`src/sv/pgpu_pkg.sv`:
```
// Package for the pairwise Gibbs pair update unit: word types, request and
// operation codes, controller/datapath command and status structs, constants.
// Depends on nothing; every other file uses it by scoped names.
`default_nettype none

package pgpu_pkg;

  localparam int NUM_VARS  = 64;
  localparam int IDX_W     = 6;
  localparam int CPL_AW    = 2 * IDX_W;
  localparam int POP_AW    = 7;
  localparam int CNT_W     = 7;
  localparam int SUM_W     = 40;

  localparam logic [2:0] REQ_FIELD = 3'd0;
  localparam logic [2:0] REQ_CPL   = 3'd1;
  localparam logic [2:0] REQ_POP   = 3'd2;
  localparam logic [2:0] REQ_SPIN  = 3'd3;
  localparam logic [2:0] REQ_UPD   = 3'd4;

  localparam logic [2:0] OP_NONE  = 3'd0;
  localparam logic [2:0] OP_FIELD = 3'd1;
  localparam logic [2:0] OP_CPL   = 3'd2;
  localparam logic [2:0] OP_POP   = 3'd3;
  localparam logic [2:0] OP_SPIN  = 3'd4;
  localparam logic [2:0] OP_UPD   = 3'd5;

  localparam logic [30:0] ONE30     = 31'h4000_0000;
  localparam logic [16:0] LOG2E_Q16 = 17'd94548;
  localparam logic [29:0] LN2_Q30   = 30'd744261118;

  localparam logic [16:0] C1_FLAT = 17'd16384;
  localparam logic [16:0] C2_FLAT = 17'd32768;
  localparam logic [16:0] C3_FLAT = 17'd49152;

  typedef struct packed {
    logic [2:0]        req_type;
    logic [5:0]        var_a;
    logic [5:0]        var_b;
    logic signed [23:0] weight_value;
    logic              spin_value;
    logic [15:0]       uniform_draw;
  } in_word_t;

  typedef struct packed {
    logic        new_spin_a;
    logic        new_spin_b;
    logic [16:0] prob_a_on;
    logic [16:0] prob_b_on;
    logic [16:0] prob_both_on;
    logic [6:0]  active_total;
  } out_word_t;

  typedef struct packed {
    logic             capture;
    logic             wr_field;
    logic             wr_cpl;
    logic             cpl_swap;
    logic             wr_pop;
    logic             set_spin;
    logic             cab_read;
    logic             walk_issue;
    logic [IDX_W-1:0] walk_idx;
    logic             ps1;
    logic             ps2;
    logic             top_load;
    logic             e_d;
    logic             e_y;
    logic             e_t;
    logic             h_mul;
    logic             h_est;
    logic             h_fix;
    logic             e_sh;
    logic [1:0]       wsel;
    logic [2:0]       kval;
    logic             sum_load;
    logic             div_init;
    logic             div_step;
    logic [4:0]       div_bit;
    logic             div_store;
    logic [1:0]       dsel;
    logic             commit;
  } cmd_t;

  typedef struct packed {
    logic [2:0] op;
    logic       sum_zero;
  } sts_t;

  // floor(2^32 / k) for the Horner divisors; the estimate is low by at most one.
  function automatic logic [32:0] recip(input logic [2:0] k);
    logic [32:0] r;
    unique case (k)
      3'd1:    r = 33'h1_0000_0000;
      3'd2:    r = 33'h0_8000_0000;
      3'd3:    r = 33'd1431655765;
      3'd4:    r = 33'h0_4000_0000;
      3'd5:    r = 33'd858993459;
      3'd6:    r = 33'd715827882;
      default: r = 33'h1_0000_0000;
    endcase
    return r;
  endfunction

endpackage

`default_nettype wire

```
`src/sv/pgpu_ctrl.sv`:
```
// Controller state machine of the pairwise Gibbs pair update unit.
// Uses pgpu_pkg for command and status structs; drives pgpu_datapath.
`default_nettype none

module pgpu_ctrl (
  input  wire logic          clk,
  input  wire logic          rst,
  input  wire logic          in_valid,
  output logic               in_ready,
  input  wire logic          out_free,
  input  wire pgpu_pkg::sts_t sts,
  output pgpu_pkg::cmd_t     cmd
);

  localparam logic [4:0] S_IDLE   = 5'd0;
  localparam logic [4:0] S_CMD    = 5'd1;
  localparam logic [4:0] S_CPL2   = 5'd2;
  localparam logic [4:0] S_WALK   = 5'd3;
  localparam logic [4:0] S_WEND   = 5'd4;
  localparam logic [4:0] S_PS1    = 5'd5;
  localparam logic [4:0] S_PS2    = 5'd6;
  localparam logic [4:0] S_TOP    = 5'd7;
  localparam logic [4:0] S_ED     = 5'd8;
  localparam logic [4:0] S_EY     = 5'd9;
  localparam logic [4:0] S_ET     = 5'd10;
  localparam logic [4:0] S_HMUL   = 5'd11;
  localparam logic [4:0] S_HEST   = 5'd12;
  localparam logic [4:0] S_HFIX   = 5'd13;
  localparam logic [4:0] S_ESH    = 5'd14;
  localparam logic [4:0] S_SUM    = 5'd15;
  localparam logic [4:0] S_DINIT  = 5'd16;
  localparam logic [4:0] S_DSTEP  = 5'd17;
  localparam logic [4:0] S_DSTORE = 5'd18;
  localparam logic [4:0] S_FINAL  = 5'd19;

  logic [4:0]                 state, state_next;
  logic [pgpu_pkg::IDX_W-1:0] m;
  logic [1:0]                 wsel;
  logic [2:0]                 k;
  logic [1:0]                 dsel;
  logic [4:0]                 dbit;

  assign in_ready = (state == S_IDLE);

  always_comb begin
    state_next   = state;
    cmd          = '0;
    cmd.walk_idx = m;
    cmd.wsel     = wsel;
    cmd.kval     = k;
    cmd.dsel     = dsel;
    cmd.div_bit  = dbit;
    unique case (state)
      S_IDLE: begin
        cmd.capture = in_valid;
        if (in_valid) state_next = S_CMD;
      end
      S_CMD: begin
        state_next = S_IDLE;
        unique case (sts.op)
          pgpu_pkg::OP_FIELD: cmd.wr_field = 1'b1;
          pgpu_pkg::OP_CPL: begin
            cmd.wr_cpl = 1'b1;
            state_next = S_CPL2;
          end
          pgpu_pkg::OP_POP:  cmd.wr_pop = 1'b1;
          pgpu_pkg::OP_SPIN: cmd.set_spin = 1'b1;
          pgpu_pkg::OP_UPD: begin
            cmd.cab_read = 1'b1;
            state_next   = S_WALK;
          end
          default: state_next = S_IDLE;
        endcase
      end
      S_CPL2: begin
        cmd.wr_cpl   = 1'b1;
        cmd.cpl_swap = 1'b1;
        state_next   = S_IDLE;
      end
      S_WALK: begin
        cmd.walk_issue = 1'b1;
        if (m == pgpu_pkg::IDX_W'(pgpu_pkg::NUM_VARS - 1)) state_next = S_WEND;
      end
      S_WEND: state_next = S_PS1;
      S_PS1: begin
        cmd.ps1    = 1'b1;
        state_next = S_PS2;
      end
      S_PS2: begin
        cmd.ps2    = 1'b1;
        state_next = S_TOP;
      end
      S_TOP: begin
        cmd.top_load = 1'b1;
        state_next   = S_ED;
      end
      S_ED: begin
        cmd.e_d    = 1'b1;
        state_next = S_EY;
      end
      S_EY: begin
        cmd.e_y    = 1'b1;
        state_next = S_ET;
      end
      S_ET: begin
        cmd.e_t    = 1'b1;
        state_next = S_HMUL;
      end
      S_HMUL: begin
        cmd.h_mul  = 1'b1;
        state_next = S_HEST;
      end
      S_HEST: begin
        cmd.h_est  = 1'b1;
        state_next = S_HFIX;
      end
      S_HFIX: begin
        cmd.h_fix  = 1'b1;
        state_next = (k == 3'd1) ? S_ESH : S_HMUL;
      end
      S_ESH: begin
        cmd.e_sh   = 1'b1;
        state_next = (wsel == 2'd3) ? S_SUM : S_ED;
      end
      S_SUM: begin
        cmd.sum_load = 1'b1;
        state_next   = sts.sum_zero ? S_FINAL : S_DINIT;
      end
      S_DINIT: begin
        cmd.div_init = 1'b1;
        state_next   = S_DSTEP;
      end
      S_DSTEP: begin
        cmd.div_step = 1'b1;
        if (dbit == 5'd0) state_next = S_DSTORE;
      end
      S_DSTORE: begin
        cmd.div_store = 1'b1;
        state_next    = (dsel == 2'd2) ? S_FINAL : S_DINIT;
      end
      S_FINAL: begin
        cmd.commit = out_free;
        if (out_free) state_next = S_IDLE;
      end
      default: state_next = S_IDLE;
    endcase
  end

  always_ff @(posedge clk) begin
    if (rst) begin
      state <= S_IDLE;
      m     <= '0;
      wsel  <= '0;
      k     <= 3'd6;
      dsel  <= '0;
      dbit  <= 5'd16;
    end else begin
      state <= state_next;
      if (state == S_CMD) m <= '0;
      else if (state == S_WALK) m <= m + 1'b1;
      if (state == S_TOP) wsel <= '0;
      else if (state == S_ESH) wsel <= wsel + 1'b1;
      if (state == S_ET) k <= 3'd6;
      else if (state == S_HFIX) k <= k - 1'b1;
      if (state == S_SUM) dsel <= '0;
      else if (state == S_DSTORE) dsel <= dsel + 1'b1;
      if (state == S_DINIT) dbit <= 5'd16;
      else if (state == S_DSTEP) dbit <= dbit - 1'b1;
    end
  end

endmodule

`default_nettype wire

```
`config.mk`:
```
export PLATFORM = sky130hd
export DESIGN_NAME = pgpu_ctrl
export DESIGN_NICKNAME = d
export VERILOG_FILES = /design/src/sv/pgpu_pkg.sv /design/src/sv/pgpu_ctrl.sv
export SDC_FILE = /design/constraint.sdc
export NUM_CORES = 1
export LEC_CHECK = 0
export BUFFER_PORTS_ARGS = -buffer_cell sky130_fd_sc_hd__buf_2
export CORE_MARGIN = 2
export CORE_UTILIZATION = 40
export DETAILED_ROUTE_END_ITERATION = 6
export GPL_ROUTABILITY_DRIVEN = 0
export PLACE_DENSITY_LB_ADDON = 0.1
export SKIP_LAST_GASP = 1
export SLEW_MARGIN = 20
export SYNTH_ARGS = -nofsm -noshare
export SYNTH_HDL_FRONTEND = slang
export SYNTH_SLANG_ARGS = --single-unit
```
`constraint.sdc`:
```
create_clock -name clk -period 3.8 [get_ports clk]
set_input_delay 0.57 -clock clk [delete_from_list [all_inputs] [get_ports clk]]
set_output_delay 0.57 -clock clk [all_outputs]
set_load 0.005 [all_outputs]
```
# ---- Yosys cells after proc, flatten, opt, wreduce, memory -nomap -nowiden
# Cells that the tools add are included.
dict set report word_totals {
  register_bits 23
  input_bits 8
}
dict set report classes {
  muxes 36
  eq_ne 32
  add_sub_neg 5
  reduce_logical 8
}
# op count
set ops {}
lappend ops {{$pmux W5 S19} 1}
lappend ops {{$eq A5 B4 Y1 const B} 8}
lappend ops {{$mux W1} 24}
lappend ops {{$eq A5 B3 Y1 const B} 4}
lappend ops {{$eq A5 B5 Y1 const B} 4}
lappend ops {{$mux W5} 4}
lappend ops {{$eq A5 B2 Y1 const B} 2}
lappend ops {{$logic_not A5 Y1} 2}
lappend ops {{$reduce_or A2 Y1} 5}
lappend ops {{$mux W3} 3}
lappend ops {{$ne A2 B2 Y1 const B} 4}
lappend ops {{$add A6 B1 Y6 const B} 1}
lappend ops {{$eq A3 B1 Y1 const B} 2}
lappend ops {{$eq A3 B2 Y1 const B} 2}
lappend ops {{$eq A3 B3 Y1 const B} 2}
lappend ops {{$eq A6 B6 Y1 const B} 1}
lappend ops {{$eq A5 B1 Y1 const B} 1}
lappend ops {{$sub A5 B1 Y5 const B} 1}
lappend ops {{$add A2 B1 Y2 const B} 2}
lappend ops {{$eq A2 B2 Y1 const B} 2}
lappend ops {{$mux W2} 2}
lappend ops {{$pmux W2 S2} 1}
lappend ops {{$reduce_and A4 Y1} 1}
lappend ops {{$sub A3 B1 Y3 const B} 1}
lappend ops {{$pmux W1 S2} 1}

# ---- Logic depth before layout (Yosys ltp)
dict set report logic_depth {
  ltp_word 3
  mapped_depth 7
  ltp_nobuf 7
}

# ---- Worst setup path before layout
# Ideal clock, no wire load.
dict set report synth_timing {
  path_kind {reg2out}
  startpoint {reg state[4]}
  endpoint {out cmd[35] (netlist name)}
  stages_incl_launch_ff 5
  arrival_time_ps 1402
  path_slack_ps 1828
  cell_sequence {dfxtp_1 buf_6 or3_4 or2_4 nor4b_1}
}
# item line_no
set synth_rtl {}
lappend synth_rtl {{start: declaration} pgpu_ctrl.sv:36} ;# logic [4:0] state, state_next;
lappend synth_rtl {{start signal: assignment} pgpu_ctrl.sv:158} ;# state <= state_next;
lappend synth_rtl {{end: declaration} pgpu_ctrl.sv:12} ;# output pgpu_pkg::cmd_t cmd

==> flow_summary.toml <==
[sta]
fin_skew_ns = 0.00609
fmax_mhz = 370
post-route-period-util_pct = 71.1
setup_slack_ns = 1.10
fin_crit_ns = 2.70
slew_viol_final = 0
final-hold-violation-count = 0
worst_pin_slew_ns = 0.678
slew_headroom_pct = 54.7
rsz0062_at_grt = "no"
tns_ns = 0
finalSetupViolations = 0

[global_routing]
grt_max_degree = 22
grtUsageTotal_pct = 17.3
grt_overflow = 0
grt_pass1_wl_um = 5960
first_global_vias = 1282
antenna_found_initial = 0

[synth]
postSynth.asyncResetShare_pct = 0
synth_area_mm2 = 0.00157
seq_area_frac_synth_pct = 29.4
synth_nets = 208
synth_edf_count = 0
syn_avg_cell_area_um2 = 8.12
yosys_warnings = 0
synthDistinctLibCells = 48
netlist_instances = 193
ys_seq_elements = 23
ys.flop_type = "dfxtp_1"

[clock_tree]
clkSlewWorstSetupHoldPaths_ns = 0.09
ctsHoldBuffers = 0
clock_latency_ns = 0.27
numCtsBuffers = 3
ctsLongestPathBuffers = 2
root_buffer = "clkbuf_8"
post-cts-setup-buffer-count = 0
cts_tree = "built"
htreeDepth = 1
cts.sinks = 23
ctsResizeCount = 0

[layout]
n_fill_cell = 398
insertedDiodeCount = 0
nets = 250
stdcell_count = 282
drive_gt1_share_pct = 28.6
area_growth_pct = 18.0

[drt]
viasPerCell = 5.18
post_drt_wl_per_cell_um = 12.7
routed_wl_um = 3590
drc_errors = 0
antenna_left = 0
drt_iter0_drc = 64
dr_total_vias = 1460
firstDrtPassIters = 4

[setup_path]
crit_slowest_cell = "dfxtp_1"
critPathKind = "reg -> out"
worstRegToRegCells = 5
endpoint = "cmd[35]"
worstReg2RegEnd = "state[1]"
cp-end-kind = "output pin"
crit_chain = "nand2b_1 > or2_4 > nor4b_1 > buf_2"
startpoint = "state[0]"
crit_arrival_ns = 2.13
path_max_fanout = 19
start_kind = "flop"
required_ns = 3.23
worstReg2RegStart = "state[1]"
cpPeakStageDelay_ns = 0.73
r2r_slack_ns = 1.78

[place]
pre_cts_slack_ns = 1.39
io_buffers = 49
dp.cells = 278
dp_hpwl_um = 2620

[power]
vdd_drop_max_uv = 120
power_density_mw_per_mm2 = 246
p_leak_uw = 0.000795

[floorplan]
num_rows = 22
die_h_um = 66.6
dieWidth_um = 66.6
initial_core_util_pct = 42.2
die_area_mm2 = 0.00443
coreArea_mm2 = 0.00372
top_level_ports = 50

[worst_hold_path]
hold_class = "reg -> reg"
hp-start = "k[2]"

[job]
cap_violations = 0

[run_status]
status = "completed"
worst min-delay path by stage:
| stage | to | slack [ns] | cells after the start |
|---|---|---|---|
| after global placement | k[2] | 0.49 | 2 |
| after detailed placement | k[2] | 0.51 | 2 |
| final | k[2] | 0.52 | 2 |
| after floorplan | m[1] | 0.49 | 2 |
| after global routing | wsel[1] | 0.56 | 2 |
| after CTS | m[1] | 0.52 | 2 |
power by group:
| group | switching, uW | internal [uW] | total (uW) |
|---|---|---|---|
| sequential | 8.75 | 243 | 251 |
| combinational | 29.5 | 19.4 | 49.0 |
| clock | 81.8 | 73.2 | 155 |
| total | 120 | 335 | 455 |
Yosys cell counts, types with 2 or more instances:
| cell type | count | area (um^2) |
|---|---|---|
| nor4_1 | 3 | 18.8 |
| inv_1 | 9 | 33.8 |
| nor2_4 | 2 | 22.5 |
| nand2b_1 | 7 | 43.8 |
| nand2_1 | 18 | 67.6 |
| a21oi_1 | 8 | 40.0 |
| and3_1 | 4 | 25.0 |
| xnor2_1 | 6 | 52.6 |
| nor3_1 | 12 | 60.1 |
| ha_1 | 7 | 87.6 |
| a31oi_1 | 2 | 12.5 |
| buf_6 | 2 | 22.5 |
| xor2_1 | 7 | 61.3 |
| nor4bb_1 | 2 | 20.0 |
| or4_1 | 2 | 15.0 |
| a211oi_1 | 4 | 30.0 |
| nand4_1 | 2 | 12.5 |
| nand3_1 | 3 | 15.0 |
| clkbuf_1 | 3 | 11.3 |
| o211ai_1 | 2 | 15.0 |
| and2_1 | 2 | 12.5 |
| nor2_1 | 26 | 97.6 |
| buf_2 | 5 | 25.0 |
| dfxtp_1 | 23 | 460 |
| o21ai_0 | 7 | 35.0 |
| nor4b_1 | 3 | 26.3 |
cell type report:
cell class / instances / area [um^2] / share of cell area [%]
clock buffers: 3 / 41.3 / 2.23
clock inverters: 1 / 5.00 / 0.271
inverters: 9 / 33.8 / 1.83
multi-input cells: 149 / 1000 / 54.2
flip-flops and latches: 23 / 460 / 24.9
well taps: 48 / 60.1 / 3.25
repair buffers: 49 / 245 / 13.3
stage by stage:
stage	hold slack [ns]	instance area (um^2)	total power (uW)	util (%)
2_1_floorplan	0.495	1570	290	-
3_3_place_gp	0.491	1800	306	48.5
3_5_place_dp	0.511	1800	306	48.5
4_1_cts	0.525	1850	465	49.7
5_1_grt	0.556	1850	479	49.7
6_report	0.520	1850	455	49.7
state kept, by name, summed over array words and instances (netlist names):
| name | count |
|---|---|
| m | 6 |
| dbit | 5 |
| state | 5 |
| k | 3 |
| dsel | 2 |
| wsel | 2 |
routing by layer:
metal,share of wire (%),GRT usage (%),wire (um),up-vias
met1,52,25.6,1880,654
li1,-,-,-,756
met4,0.64,4.59,23,0
met2,41,25.8,1470,48
met5,0,0,0,-
met3,5.9,2.70,211,2
layout by cell type (no fill, tap or decap), types with 3 or more instances in the layout:
cell type and count:
inv_1 9, nand2b_1 7, xnor2_1 6, a211oi_1 4, nor3_1 12, xor2_1 7
and3_1 4, a21oi_1 8, buf_2 49, nand3_1 3, dfxtp_1 23, ha_1 7
nand2_1 18, nor4b_1 3, nor4_1 3, nor2_1 26, clkbuf_8 3, o21ai_0 7
cell families (layout without fill, tap and decap cells):
group,after synthesis,after routing,synth area share [%]
compound gates,32,32,14.5
xor+xnor,13,13,7.27
fa+ha+maj,7,7,5.59
buf+inv,21,62,6.63
flops,23,23,29.4
simple gates,97,97,36.7
worst max-delay path, delay by kind of cell, from the launching register on:
family | cells | cell delay, ns
flops | 1 | 0.73
buf+inv | 1 | 0.16
simple gates | 3 | 0.98
No activity file was read; power rests on OpenSTA's default activity.
